**config.mk**
```make
export PLATFORM = sky130hd
export DESIGN_NAME = debounced_toggle_latching_relay_driver_flat
export DESIGN_NICKNAME = d
export VERILOG_FILES = /design/src/rtl/core/dtl_pkg.sv /design/src/rtl/core/dtl_ifs.sv /design/src/rtl/core/dtl_debounce.sv /design/src/rtl/core/dtl_button.sv /design/src/rtl/core/dtl_coil.sv /design/src/rtl/core/debounced_toggle_latching_relay_driver.sv /design/src/flat_wrapper.sv
export SDC_FILE = /design/constraint.sdc
export NUM_CORES = 1
export LEC_CHECK = 0
export BUFFER_PORTS_ARGS = -buffer_cell sky130_fd_sc_hd__buf_4
export CORE_MARGIN = 2
export CORE_UTILIZATION = 32
export CTS_CLUSTER_DIAMETER = 40
export DETAILED_ROUTE_END_ITERATION = 6
export GPL_TIMING_DRIVEN = 0
export PLACE_DENSITY_LB_ADDON = 0.15
export SYNTH_ARGS = -nofsm -noshare
export SYNTH_HDL_FRONTEND = slang
export SYNTH_HIERARCHICAL = 1
export SYNTH_SLANG_ARGS = --single-unit
```
**constraint.sdc**
```tcl
create_clock -name clock -period 4 [get_ports clock]
set_input_delay 0.2 -clock clock [delete_from_list [all_inputs] [get_ports clock]]
set_output_delay 0.2 -clock clock [all_outputs]
set_load 0.1 [all_outputs]
```
**src/rtl/core/dtl_pkg.sv**
```systemverilog
// ----------------------------------------------------------------------------
// dtl_pkg
// Shared types and constants for the debounced toggle latching relay driver.
// ----------------------------------------------------------------------------
package dtl_pkg;

   localparam int NUM_INPUTS = 4;
   localparam int NUM_RELAYS = 3;
   localparam int CLEAR_BTN  = NUM_INPUTS - 1;
   localparam int TOGGLE_N   = (NUM_RELAYS < CLEAR_BTN) ? NUM_RELAYS : CLEAR_BTN;

   localparam int CSR_INDEX_W = 3;
   localparam int CSR_DATA_W  = 16;
   localparam int HOLD_W      = 8;
   localparam int PULSE_W     = 16;

   localparam logic CMD_TICK    = 1'b0;
   localparam logic CMD_RESTORE = 1'b1;

   localparam logic [CSR_INDEX_W-1:0] CSR_RISE_HOLD  = 3'd0;
   localparam logic [CSR_INDEX_W-1:0] CSR_FALL_HOLD  = 3'd1;
   localparam logic [CSR_INDEX_W-1:0] CSR_PULSE      = 3'd2;
   localparam logic [CSR_INDEX_W-1:0] CSR_LONG_PRESS = 3'd3;
   localparam logic [CSR_INDEX_W-1:0] CSR_RESTORE    = 3'd4;

   typedef logic [NUM_INPUTS-1:0] in_vec_type;
   typedef logic [NUM_RELAYS-1:0] relay_vec_type;

   typedef struct packed {
      logic [HOLD_W-1:0]     rise_hold;
      logic [HOLD_W-1:0]     fall_hold;
      logic [PULSE_W-1:0]    pulse_ticks;
      logic [HOLD_W-1:0]     long_press;
      relay_vec_type         restore;
   } cfg_type;

   typedef struct packed {
      logic              stable;
      logic              flag;
      logic [HOLD_W-1:0] count;
   } deb_type;

   typedef struct packed {
      logic               level;
      logic               ptarget;
      logic [PULSE_W-1:0] timer;
      logic               set_drv;
      logic               rst_drv;
   } coil_type;

endpackage

```
**src/rtl/core/dtl_ifs.sv**
```systemverilog
// ----------------------------------------------------------------------------
// dtl interfaces
// Valid/ready channels for requests, responses and register writes.
// ----------------------------------------------------------------------------
interface dtl_req_if;
   logic                   valid;
   logic                   ready;
   logic                   command;
   dtl_pkg::in_vec_type    raw_inputs;

   modport source (output valid, output command, output raw_inputs, input ready);
   modport sink   (input valid, input command, input raw_inputs, output ready);
endinterface

interface dtl_rsp_if;
   logic                   valid;
   logic                   ready;
   dtl_pkg::relay_vec_type set_coils;
   dtl_pkg::relay_vec_type reset_coils;
   dtl_pkg::relay_vec_type relay_levels;
   dtl_pkg::in_vec_type    clean_inputs;
   logic                   persist_valid;
   dtl_pkg::relay_vec_type persist_targets;

   modport source (output valid, output set_coils, output reset_coils,
                   output relay_levels, output clean_inputs, output persist_valid,
                   output persist_targets, input ready);
   modport sink   (input valid, input set_coils, input reset_coils,
                   input relay_levels, input clean_inputs, input persist_valid,
                   input persist_targets, output ready);
endinterface

interface dtl_csr_if;
   logic                                valid;
   logic                                ready;
   logic [dtl_pkg::CSR_INDEX_W-1:0]     index;
   logic [dtl_pkg::CSR_DATA_W-1:0]      data;

   modport source (output valid, output index, output data, input ready);
   modport sink   (input valid, input index, input data, output ready);
endinterface

```
**src/rtl/core/dtl_debounce.sv**
```systemverilog
// ----------------------------------------------------------------------------
// dtl_debounce
// One debounce lane: separate rise and fall hold counts, saturating counter.
// ----------------------------------------------------------------------------
module dtl_debounce (
   input  logic                      raw,
   input  dtl_pkg::deb_type          cur,
   input  logic [dtl_pkg::HOLD_W-1:0] rise_hold,
   input  logic [dtl_pkg::HOLD_W-1:0] fall_hold,
   output dtl_pkg::deb_type          nxt
);
   logic [dtl_pkg::HOLD_W-1:0] hold;
   logic [dtl_pkg::HOLD_W-1:0] cnt_inc;

   assign hold    = cur.stable ? fall_hold : rise_hold;
   assign cnt_inc = (cur.count == '1) ? cur.count : cur.count + 1'b1;

   always_comb begin
      nxt = cur;
      if (raw != cur.stable) begin
         if (cnt_inc > hold) begin
            nxt.stable = raw;
            nxt.flag   = raw;
            nxt.count  = '0;
         end else begin
            nxt.count = cnt_inc;
         end
      end else begin
         nxt.count = '0;
      end
   end
endmodule

```
**src/rtl/core/dtl_button.sv**
```systemverilog
// ----------------------------------------------------------------------------
// dtl_button
// Button logic: toggles from rise flags, long press of the clear button.
// ----------------------------------------------------------------------------
module dtl_button (
   input  dtl_pkg::in_vec_type        clean,
   input  dtl_pkg::in_vec_type        flags_in,
   input  dtl_pkg::relay_vec_type     targets_in,
   input  logic [dtl_pkg::HOLD_W-1:0] hold_in,
   input  logic [dtl_pkg::HOLD_W-1:0] long_press,
   output dtl_pkg::in_vec_type        flags_out,
   output dtl_pkg::relay_vec_type     targets_out,
   output logic [dtl_pkg::HOLD_W-1:0] hold_out,
   output logic                       changed
);
   always_comb begin
      flags_out   = flags_in;
      targets_out = targets_in;
      hold_out    = hold_in;
      changed     = 1'b0;
      if (clean[dtl_pkg::CLEAR_BTN]) begin
         if (hold_in > long_press) begin
            if (flags_in[dtl_pkg::CLEAR_BTN]) begin
               targets_out                    = '0;
               changed                        = 1'b1;
               flags_out[dtl_pkg::CLEAR_BTN] = 1'b0;
            end
            hold_out = '0;
         end
         for (int i = 0; i < dtl_pkg::TOGGLE_N; i++) begin
            flags_out[i] = 1'b0;
         end
      end else begin
         hold_out = '0;
         for (int i = 0; i < dtl_pkg::TOGGLE_N; i++) begin
            if (flags_in[i]) begin
               targets_out[i] = ~targets_in[i];
               changed        = 1'b1;
               flags_out[i]   = 1'b0;
            end
         end
      end
   end
endmodule

```
**src/rtl/core/dtl_coil.sv**
```systemverilog
// ----------------------------------------------------------------------------
// dtl_coil
// One relay lane: set/reset coil pulse timer and settled relay state.
// ----------------------------------------------------------------------------
module dtl_coil (
   input  logic                        clock,
   input  logic                        reset,
   input  logic                        step,
   input  logic                        load,
   input  logic                        load_level,
   input  logic                        target,
   input  logic [dtl_pkg::PULSE_W-1:0] pulse_len,
   output dtl_pkg::coil_type           coil_in
);
   dtl_pkg::coil_type coil_ff;

   always_comb begin
      coil_in = coil_ff;
      if (step && !(target == coil_ff.level && coil_ff.ptarget == coil_ff.level)) begin
         if (coil_ff.timer == '0) begin
            if (target) begin
               coil_in.set_drv = 1'b1;
            end else begin
               coil_in.rst_drv = 1'b1;
            end
            coil_in.ptarget = target;
            coil_in.timer   = dtl_pkg::PULSE_W'(1);
         end else if (coil_ff.timer == pulse_len) begin
            if (coil_ff.ptarget) begin
               coil_in.set_drv = 1'b0;
            end else begin
               coil_in.rst_drv = 1'b0;
            end
            coil_in.level = coil_ff.ptarget;
            coil_in.timer = '0;
         end else begin
            coil_in.timer = coil_ff.timer + 1'b1;
         end
      end
      if (load) begin
         coil_in.level   = load_level;
         coil_in.ptarget = load_level;
         coil_in.timer   = '0;
         coil_in.set_drv = 1'b0;
         coil_in.rst_drv = 1'b0;
      end
   end

   always_ff @(posedge clock) begin
      if (reset) begin
         coil_ff <= '0;
      end else begin
         coil_ff <= coil_in;
      end
   end

`ifndef ASSERT_OFF
   a_one_coil: assert property (@(posedge clock) disable iff (reset)
      !(coil_ff.set_drv && coil_ff.rst_drv))
      else $error("set and reset coil driven together");
   a_drive_timer: assert property (@(posedge clock) disable iff (reset)
      (coil_ff.set_drv || coil_ff.rst_drv) == (coil_ff.timer != '0))
      else $error("coil drive out of step with pulse timer");
`endif
endmodule

```
**src/rtl/core/debounced_toggle_latching_relay_driver.sv**
```systemverilog
// ----------------------------------------------------------------------------
// debounced_toggle_latching_relay_driver
// Debounces button inputs, toggles relay targets and pulses latching coils.
// ----------------------------------------------------------------------------
//  channel  | role | beat payload
//  req_bus  | in   | command, raw_inputs
//  rsp_bus  | out  | set/reset coils, relay levels, clean inputs, persist info
//  csr_bus  | in   | register index, write data (always ready)
//
//  One beat per cycle while rsp is not stalled; a req passes the input
//  register, then the state update and the result register.
//  A stalled rsp holds its result; one more req is taken into the input
//  register, then req_ready drops until rsp is taken.
//  Synchronous reset clears all but data registers, loads register defaults.
// ----------------------------------------------------------------------------
module debounced_toggle_latching_relay_driver #(
   parameter int PRESCALE = 10
) (
   input  logic          clock,
   input  logic          reset,
   dtl_req_if.sink       req_bus,
   dtl_rsp_if.source     rsp_bus,
   dtl_csr_if.sink       csr_bus
);
   localparam int PS_W = $clog2(PRESCALE + 1);

   dtl_pkg::cfg_type             cfg_ff;
   logic                         in_valid_ff;
   logic                         in_cmd_ff;
   dtl_pkg::in_vec_type          in_raw_ff;
   logic                         advance;
   logic                         tick;
   logic                         restore;

   logic [PS_W-1:0]              presc_ff;
   logic [PS_W-1:0]              presc_inc;
   logic [PS_W-1:0]              presc_in;
   logic [dtl_pkg::HOLD_W-1:0]   hold_ff;
   logic [dtl_pkg::HOLD_W-1:0]   hold_pre;
   logic [dtl_pkg::HOLD_W-1:0]   hold_in;
   dtl_pkg::deb_type             deb_ff  [dtl_pkg::NUM_INPUTS];
   dtl_pkg::deb_type             deb_nxt [dtl_pkg::NUM_INPUTS];
   dtl_pkg::in_vec_type          clean;
   dtl_pkg::in_vec_type          flags_deb;
   dtl_pkg::in_vec_type          flags_in;
   dtl_pkg::relay_vec_type       target_ff;
   dtl_pkg::relay_vec_type       target_btn;
   dtl_pkg::relay_vec_type       target_in;
   logic                         changed;
   logic [dtl_pkg::PULSE_W-1:0]  pulse_len;
   dtl_pkg::coil_type            coil_in [dtl_pkg::NUM_RELAYS];
   dtl_pkg::relay_vec_type       set_in;
   dtl_pkg::relay_vec_type       rst_in;
   dtl_pkg::relay_vec_type       lvl_in;
   logic                         rsp_valid_ff;

   function automatic dtl_pkg::in_vec_type clean_now();
      dtl_pkg::in_vec_type v;
      for (int i = 0; i < dtl_pkg::NUM_INPUTS; i++) begin
         v[i] = deb_ff[i].stable;
      end
      return v;
   endfunction

   // register writes
   assign csr_bus.ready = 1'b1;

   always_ff @(posedge clock) begin
      if (reset) begin
         cfg_ff.rise_hold   <= dtl_pkg::HOLD_W'(20);
         cfg_ff.fall_hold   <= dtl_pkg::HOLD_W'(20);
         cfg_ff.pulse_ticks <= dtl_pkg::PULSE_W'(50);
         cfg_ff.long_press  <= dtl_pkg::HOLD_W'(200);
         cfg_ff.restore     <= '0;
      end else if (csr_bus.valid) begin
         case (csr_bus.index)
            dtl_pkg::CSR_RISE_HOLD:  cfg_ff.rise_hold   <= csr_bus.data[dtl_pkg::HOLD_W-1:0];
            dtl_pkg::CSR_FALL_HOLD:  cfg_ff.fall_hold   <= csr_bus.data[dtl_pkg::HOLD_W-1:0];
            dtl_pkg::CSR_PULSE:      cfg_ff.pulse_ticks <= csr_bus.data[dtl_pkg::PULSE_W-1:0];
            dtl_pkg::CSR_LONG_PRESS: cfg_ff.long_press  <= csr_bus.data[dtl_pkg::HOLD_W-1:0];
            dtl_pkg::CSR_RESTORE:    cfg_ff.restore     <= csr_bus.data[dtl_pkg::NUM_RELAYS-1:0];
            default: ;
         endcase
      end
   end

   // input register
   assign advance       = in_valid_ff && (!rsp_valid_ff || rsp_bus.ready);
   assign req_bus.ready = !in_valid_ff || advance;
   assign restore       = advance && (in_cmd_ff == dtl_pkg::CMD_RESTORE);
   assign tick          = advance && (in_cmd_ff == dtl_pkg::CMD_TICK);

   always_ff @(posedge clock) begin
      if (reset) begin
         in_valid_ff <= 1'b0;
      end else if (req_bus.ready) begin
         in_valid_ff <= req_bus.valid;
      end
   end

   always_ff @(posedge clock) begin
      if (req_bus.ready && req_bus.valid) begin
         in_cmd_ff <= req_bus.command;
         in_raw_ff <= req_bus.raw_inputs;
      end
   end

   // prescaler and long-press units
   assign presc_inc = presc_ff + PS_W'(1);
   assign presc_in  = (presc_inc >= PS_W'(PRESCALE)) ? '0 : presc_inc;
   assign hold_pre  = (presc_inc >= PS_W'(PRESCALE)) ? hold_ff + 1'b1 : hold_ff;

   // debounce lanes
   for (genvar i = 0; i < dtl_pkg::NUM_INPUTS; i++) begin : g_deb
      dtl_debounce u_deb (
         .raw       (in_raw_ff[i]),
         .cur       (deb_ff[i]),
         .rise_hold (cfg_ff.rise_hold),
         .fall_hold (cfg_ff.fall_hold),
         .nxt       (deb_nxt[i])
      );
      assign clean[i]     = deb_nxt[i].stable;
      assign flags_deb[i] = deb_nxt[i].flag;

      always_ff @(posedge clock) begin
         if (reset) begin
            deb_ff[i] <= '0;
         end else if (tick) begin
            deb_ff[i] <= '{stable: deb_nxt[i].stable, flag: flags_in[i],
                           count: deb_nxt[i].count};
         end
      end
   end

   dtl_button u_button (
      .clean       (clean),
      .flags_in    (flags_deb),
      .targets_in  (target_ff),
      .hold_in     (hold_pre),
      .long_press  (cfg_ff.long_press),
      .flags_out   (flags_in),
      .targets_out (target_btn),
      .hold_out    (hold_in),
      .changed     (changed)
   );

   assign target_in = restore ? cfg_ff.restore : (tick ? target_btn : target_ff);

   always_ff @(posedge clock) begin
      if (reset) begin
         presc_ff  <= '0;
         hold_ff   <= '0;
         target_ff <= '0;
      end else begin
         target_ff <= target_in;
         if (tick) begin
            presc_ff <= presc_in;
            hold_ff  <= hold_in;
         end
      end
   end

   // coil lanes
   assign pulse_len = (cfg_ff.pulse_ticks == '0) ? dtl_pkg::PULSE_W'(1) : cfg_ff.pulse_ticks;

   for (genvar r = 0; r < dtl_pkg::NUM_RELAYS; r++) begin : g_coil
      dtl_coil u_coil (
         .clock      (clock),
         .reset      (reset),
         .step       (tick),
         .load       (restore),
         .load_level (cfg_ff.restore[r]),
         .target     (target_btn[r]),
         .pulse_len  (pulse_len),
         .coil_in    (coil_in[r])
      );
      assign set_in[r] = coil_in[r].set_drv;
      assign rst_in[r] = coil_in[r].rst_drv;
      assign lvl_in[r] = coil_in[r].level;
   end

   // result register
   always_ff @(posedge clock) begin
      if (reset) begin
         rsp_valid_ff <= 1'b0;
      end else if (advance) begin
         rsp_valid_ff <= 1'b1;
      end else if (rsp_bus.ready) begin
         rsp_valid_ff <= 1'b0;
      end
   end

   always_ff @(posedge clock) begin
      if (advance) begin
         rsp_bus.set_coils       <= set_in;
         rsp_bus.reset_coils     <= rst_in;
         rsp_bus.relay_levels    <= lvl_in;
         rsp_bus.clean_inputs    <= restore ? clean_now() : clean;
         rsp_bus.persist_valid   <= tick && changed;
         rsp_bus.persist_targets <= target_in;
      end
   end

   assign rsp_bus.valid = rsp_valid_ff;

`ifndef ASSERT_OFF
   a_restore_levels: assert property (@(posedge clock) disable iff (reset)
      restore |=> (rsp_bus.relay_levels == $past(cfg_ff.restore)
                   && rsp_bus.persist_targets == $past(cfg_ff.restore)))
      else $error("restore did not load relay levels");
   a_no_persist_restore: assert property (@(posedge clock) disable iff (reset)
      restore |=> !rsp_bus.persist_valid)
      else $error("persist reported on restore");
   a_ready_when_empty: assert property (@(posedge clock) disable iff (reset)
      !rsp_valid_ff |-> req_bus.ready)
      else $error("input stalled with empty result register");
`endif
endmodule

```
**src/flat_wrapper.sv**
```systemverilog
// flat-port wrapper written by rule: the top's interface ports become plain ports
module debounced_toggle_latching_relay_driver_flat 
#(
   parameter int PRESCALE = 10
)
  (clock, reset, req_bus_valid, req_bus_command, req_bus_raw_inputs, req_bus_ready, rsp_bus_valid, rsp_bus_set_coils, rsp_bus_reset_coils, rsp_bus_relay_levels, rsp_bus_clean_inputs, rsp_bus_persist_valid, rsp_bus_persist_targets, rsp_bus_ready, csr_bus_valid, csr_bus_index, csr_bus_data, csr_bus_ready);
  dtl_req_if req_bus_i ();
  dtl_rsp_if rsp_bus_i ();
  dtl_csr_if csr_bus_i ();
  input  logic clock;
  input  logic reset;
  input wire logic [$bits(req_bus_i.valid)-1:0] req_bus_valid;
  input wire logic [$bits(req_bus_i.command)-1:0] req_bus_command;
  input wire logic [$bits(req_bus_i.raw_inputs)-1:0] req_bus_raw_inputs;
  output wire logic [$bits(req_bus_i.ready)-1:0] req_bus_ready;
  output wire logic [$bits(rsp_bus_i.valid)-1:0] rsp_bus_valid;
  output wire logic [$bits(rsp_bus_i.set_coils)-1:0] rsp_bus_set_coils;
  output wire logic [$bits(rsp_bus_i.reset_coils)-1:0] rsp_bus_reset_coils;
  output wire logic [$bits(rsp_bus_i.relay_levels)-1:0] rsp_bus_relay_levels;
  output wire logic [$bits(rsp_bus_i.clean_inputs)-1:0] rsp_bus_clean_inputs;
  output wire logic [$bits(rsp_bus_i.persist_valid)-1:0] rsp_bus_persist_valid;
  output wire logic [$bits(rsp_bus_i.persist_targets)-1:0] rsp_bus_persist_targets;
  input wire logic [$bits(rsp_bus_i.ready)-1:0] rsp_bus_ready;
  input wire logic [$bits(csr_bus_i.valid)-1:0] csr_bus_valid;
  input wire logic [$bits(csr_bus_i.index)-1:0] csr_bus_index;
  input wire logic [$bits(csr_bus_i.data)-1:0] csr_bus_data;
  output wire logic [$bits(csr_bus_i.ready)-1:0] csr_bus_ready;
  assign req_bus_i.valid = req_bus_valid;
  assign req_bus_i.command = req_bus_command;
  assign req_bus_i.raw_inputs = req_bus_raw_inputs;
  assign req_bus_ready = req_bus_i.ready;
  assign rsp_bus_valid = rsp_bus_i.valid;
  assign rsp_bus_set_coils = rsp_bus_i.set_coils;
  assign rsp_bus_reset_coils = rsp_bus_i.reset_coils;
  assign rsp_bus_relay_levels = rsp_bus_i.relay_levels;
  assign rsp_bus_clean_inputs = rsp_bus_i.clean_inputs;
  assign rsp_bus_persist_valid = rsp_bus_i.persist_valid;
  assign rsp_bus_persist_targets = rsp_bus_i.persist_targets;
  assign rsp_bus_i.ready = rsp_bus_ready;
  assign csr_bus_i.valid = csr_bus_valid;
  assign csr_bus_i.index = csr_bus_index;
  assign csr_bus_i.data = csr_bus_data;
  assign csr_bus_ready = csr_bus_i.ready;
  debounced_toggle_latching_relay_driver #(.PRESCALE(PRESCALE)) u_core (.clock(clock), .reset(reset), .req_bus(req_bus_i), .rsp_bus(rsp_bus_i), .csr_bus(csr_bus_i));
endmodule
```
Word level (Yosys, flattened, before mapping)
Memory sizes are Yosys's and may differ from the RTL's.
Index checks and enable logic that the tools add are counted.
{ "op_classes": {"bitwise_logic": 8, "magnitude_cmp": 6, "n_addsub": 9, "muxes": 93, "n_eq_ne": 21, "n_reduce_logical": 39} }
{ "ops": {"columns": ["cell", "n"], "rows": [
  ["two-way mux 8 bit", 19],
  ["two-way mux 20 bit", 6],
  ["zero test 16 bit", 4],
  ["two-way mux 16 bit", 4],
  ["two-way mux 18 bit", 3],
  ["adder 16 x 1 -> 16 bit, second input constant", 3],
  ["== test 16 bit", 3],
  ["adder 8 x 1 -> 8 bit, second input constant", 5],
  ["> comparator 8 bit", 5],
  ["two-way mux 10 bit", 4],
  ["two-way mux 1 bit", 39],
  ["== test 8 bit, second input constant", 4],
  ["two-way mux 2 bit", 11],
  ["AND reduction 2 bit", 8],
  ["two-way mux 3 bit", 5],
  ["nonzero test 2 bit", 7],
  ["logical AND 1 bit", 11],
  ["two-way mux 4 bit", 2],
  ["== test 1 bit", 6],
  ["== test 3 x 2 -> 1 bit, second input constant", 2],
  ["zero test 1 bit", 5],
  ["adder 4 x 1 -> 4 bit, second input constant", 1],
  [">= comparator 4 bit, second input constant", 1],
  ["inequality test 1 bit", 4],
  ["other kinds (7)", 14]
]} }
{ "word_totals": {"ram_bits": 40, "ff_bits": 142, "input_bits": 29, "word_cells": 210, "memories": 1} }
{ "memory_table": {"columns": ["name", "words", "width", "read_ports", "rd_clocked_by_memory_dff", "wr", "line", "source"], "rows": [
  ["u_core.deb_ff", 4, 10, 4, 0, 4, "debounced_toggle_latching_relay_driver.sv:41", "dtl_pkg::deb_type deb_ff [dtl_pkg::NUM_INPUTS];"]
]} }

Longest topological paths before layout
An unclocked memory read counts as a cell.
{ "depth": {"depth_word": 15, "depth_mapped": 23, "ltp_nobuf": 20} }

Modules after synthesis
The synthesis kept the hierarchy.
{ "by_module_without_submodules": {"columns": ["mod", "instances", "area_each_um2", "seq_area_each_um2", "cells_per_inst"], "rows": [
  ["debounced_toggle_latching_relay_driver", 1, 4843.4, 3062.9, 447],
  ["dtl_coil (u_core.g_coil[1].u_coil ...)", 2, 1296.2, 400.4, 168],
  ["dtl_debounce (u_core.g_deb[0].u_deb ...)", 3, 576.8, 0.0, 70],
  ["dtl_coil (u_core.g_coil[0].u_coil)", 1, 1331.3, 400.4, 164],
  ["dtl_debounce (u_core.g_deb[3].u_deb)", 1, 581.8, 0.0, 75],
  ["dtl_button", 1, 416.6, 0.0, 67]
]} }

Worst setup path before layout
No wires, ideal clock.
{ "synth_path": {"kind": "register to register", "start": "memory u_core/deb_ff[3][0] (netlist bit)", "end": "register u_core/g_coil[2].u_coil/coil_ff[10] (netlist bit)", "stages_incl_launch_ff": 22, "path_slack_ns": -0.289, "setup_ns": 0.119, "t_required_ns": 3.881, "path_buffers": 4, "arrival_time_ns": 4.169, "cell_sequence": "edfxtp_1 > ha_1 > nand4_1 > nor2_2 > mux2i_1 > inv_1 > ha_1 > nor2b_1 > o211ai_1 > a21o_1 > a21oi_4 > mux2_4 > buf_2 > clkbuf_1 > o22ai_1 > or3_1 > and3_1 > buf_2 > nor2_1 > a21oi_2 > buf_2 > nor2_1"} }
{ "synth_lines": {"columns": ["item", "line", "source"], "rows": [
  ["from (decl)", "debounced_toggle_latching_relay_driver.sv:41", null],
  ["to (signal assigned)", "dtl_coil.sv:53", "coil_ff <= coil_in;"],
  ["to (decl)", "dtl_coil.sv:15", "dtl_pkg::coil_type coil_ff;"]
]} }

==> impl_metrics.csv <==
group,metric,value,unit
worst_setup_path,critPathRequiredTime,4.38,ns
floorplan,fp.dieArea,0.0366,mm^2
detailed_routing,antenna_left,0,
sta,slew_viol_final,0,
worst_setup_path,crit_path_top_delay_cell,"edfxtp_1",
sta,tightest_slew,0.828,ns
cts,cts.path.max_buffers,2,
worst_setup_path,crit_end,"u_core/g_coil[1].u_coil/coil_ff[8]",
finish,diodes,0,
cts,htreeDepth,4,
worst_setup_path,path_cells,"ha_4, nand4_1, nor2_4, mux2i_2, inv_1, ha_4, nor2b_4, o211ai_1, a21o_1, a211o_2, o211ai_1, buf_4, nand2_4, o22ai_4, buf_12, buf_12, o21ai_4, or3_4, and3_4, buf_8, nor2_4, a21oi_4, buf_6, nor2_4",
finish,design_area,0.0142,mm^2
worst_setup_path,crit_path_max_fanout,5,
worst_setup_path,critPathKind,"reg -> reg",
detailed_routing,drt_wl_total,31000,um
worst_setup_path,r2r-start,"u_core/deb_ff[3][1]",
cts,cts_tree,"yes",
finish,final_common_cell,"nand2_1",
synth,synthesis.area,0.0112,mm^2
sta,min_period_over_period,1.09,
flow_run,cap_violations,0,
detailed_routing,vias,9056,
global_route,grt_first_pass_wirelength,49600,um
worst_setup_path,rrSetupSlack,-0.36,ns
cts,clkTransAtPathRegs,0.07,ns
worst_setup_path,crit_path_start,"u_core/deb_ff[3][1]",
synth,synth-warning-count,6,
pwr,leakagePower,0.00547,uW
sta,slew_headroom,0.448,
sta,max_freq,230,MHz
worst_setup_path,critical_path.max_stage_delay,0.41,ns
global_route,grt-ovfl-total,0,
finish,drive_above_1_share,0.243,
finish,fin_util,0.410,
worst_setup_path,critPathCaptureType,"register",
sta,min_period,4.36,ns
place,place_ws,-1.19,ns
sta,finalSetupViolations,68,
sta,finClkSkew,0.0117,ns
detailed_routing,remaining_drc_errors,0,
pwr,finalPower,4670,uW
finish,nFillCells,3498,
cts,cts_buffers,17,
run_status,failed_checks,"setup timing",
worst_setup_path,worstPathArrival,4.74,ns
floorplan,start_util,0.325,
global_route,grt_pass1_vias,8949,
floorplan,die_w,191,um
detailed_routing,dr.pass1.iters,4,
sta,hold_viol,0,
finish,multi_input_area,0.00721,mm^2
place,dpl_cell_area,0.0125,mm^2
place,port_buffers,47,
detailed_routing,via_per_inst,4.93,
floorplan,placementRows,68,
sta,setup_slack,-0.357,ns
worst_setup_path,r2r_cells,24,
pwr,power.density,329,mW/mm^2
global_route,groute.usage.overall,0.175,
synth,syn_inst,1239,
place,dp.final_hpwl,22500,um
finish,register_area,0.00426,mm^2
pwr,peakVddDrop,0.304,mV
sta,rsz0062_at_grt,"yes",
floorplan,die_h,191,um
global_route,grt_max_degree,33,
cts,clk_latency,0.45,ns
cts,cts_num_sinks,182,
floorplan,ioPinCount,49,
place,gp_congestion,0.798,
worst_setup_path,start_kind,"register",
cts,clockRootBuffer,"clkbuf_16",
sta,finalSetupTns,-18.19,ns
floorplan,core-area,0.0345,mm^2
worst_setup_path,cpMostUsedCell,"nor2_4",
finish,nNetsFinal,1450,
finish,syn_to_final_growth,26.3,%
global_route,antenna_found_initial,0,
hold_path,hold_class,"in -> reg",
run_status,status,"finished, violations left",
detailed_routing,drt_first_iter_violations,457,
worst_setup_path,r2r_end,"u_core/g_coil[1].u_coil/coil_ff[8]",
finish,final_cell_mix,"nand2_1, dfxtp_1, nor2_1",
synth,postSynthAreaPerCell,9.06,um^2
detailed_routing,wl_per_cell,16.9,um
layer usage:
metal | vias up | part of all wire | GRT usage
li1 | 4585 | - | -
met1 | 4362 | 0.49 | 0.235
met2 | 78 | 0.47 | 0.288
met3 | 31 | 0.020 | 0.0257
met4 | 0 | 0.019 | 0.0556
met5 | - | 0 | 0
power by group:
part | internal [uW] | total (uW) | switching (uW) | leakage, uW
Combinational | 344 | 825 | 481 | 0.00358
Sequential | 1970 | 2030 | 55.5 | 0.00160
Clock | 1060 | 1820 | 753 | 0.000286
Total | 3380 | 4670 | 1290 | 0.00547
area by class of cell:
cell class	instances	area share
multi-input combinational	955	0.508
sequential	182	0.301
timing repair buffer	110	0.0717
tap	455	0.0401
clock buffer	21	0.0318
buffer	66	0.0256
clock inverter	11	0.0124
inverter	36	0.00953
stage by stage:
stage	std cells	hold slack (ns)
detailed placement	1744	0.380
CTS	1824	0.00203
global placement	1743	0.378
finish	1836	0.0289
global route	1836	0.0127
floorplan	1241	0.276
timing repair:
action                                  CTS  global route
cloned                                    4             2
resized for setup                        79            52
hold buffers                             11             0
buffers inserted                         36            11
endpoints found under the setup margin   75            72
endpoints found under the hold margin    11             0
pin swaps                                48            33
worst min path at each step:
stage / start / endpoint / slack, ns / depth (start not counted)
after floorplan: reset / u_core/g_coil[0].u_coil/coil_ff[19] / 0.28 / 1
after global placement: req_bus_raw_inputs[0] / u_core/in_raw_ff[0] / 0.38 / 1
after detailed placement: req_bus_raw_inputs[3] / u_core/in_raw_ff[3] / 0.38 / 1
after CTS: csr_bus_data[13] / u_core/cfg_ff[24] / 0.002 / 3
after global routing: csr_bus_data[9] / u_core/cfg_ff[20] / 0.01 / 3
final: csr_bus_data[13] / u_core/cfg_ff[24] / 0.03 / 3
flip-flops by register name, summed over array words and instances (netlist names):
name and count:
u_core/cfg_ff 43, u_core/deb_ff 40, u_core/g_coil.u_coil/coil_ff 60, u_core/hold_ff 8, u_core/in_cmd_ff 1, u_core/in_raw_ff 4
u_core/in_valid_ff 1, u_core/presc_ff 4, u_core/rsp_bus.clean_inputs 4, u_core/rsp_bus.persist_targets 3, u_core/rsp_bus.persist_valid 1, u_core/rsp_bus.relay_levels 3
u_core/rsp_bus.reset_coils 3, u_core/rsp_bus.set_coils 3, u_core/rsp_bus.valid 1, u_core/target_ff 3
critical path, delay by kind of cell, from the launching register on:
| kind | cells | cell delay, ns |
|---|---|---|
| flops | 1 | 0.41 |
| simple gates | 8 | 1.36 |
| compound gates | 7 | 0.98 |
| mux | 1 | 0.26 |
| buf+inv | 6 | 0.83 |
| fa+ha+maj | 2 | 0.43 |
No activity file was read; power rests on OpenSTA's default activity.
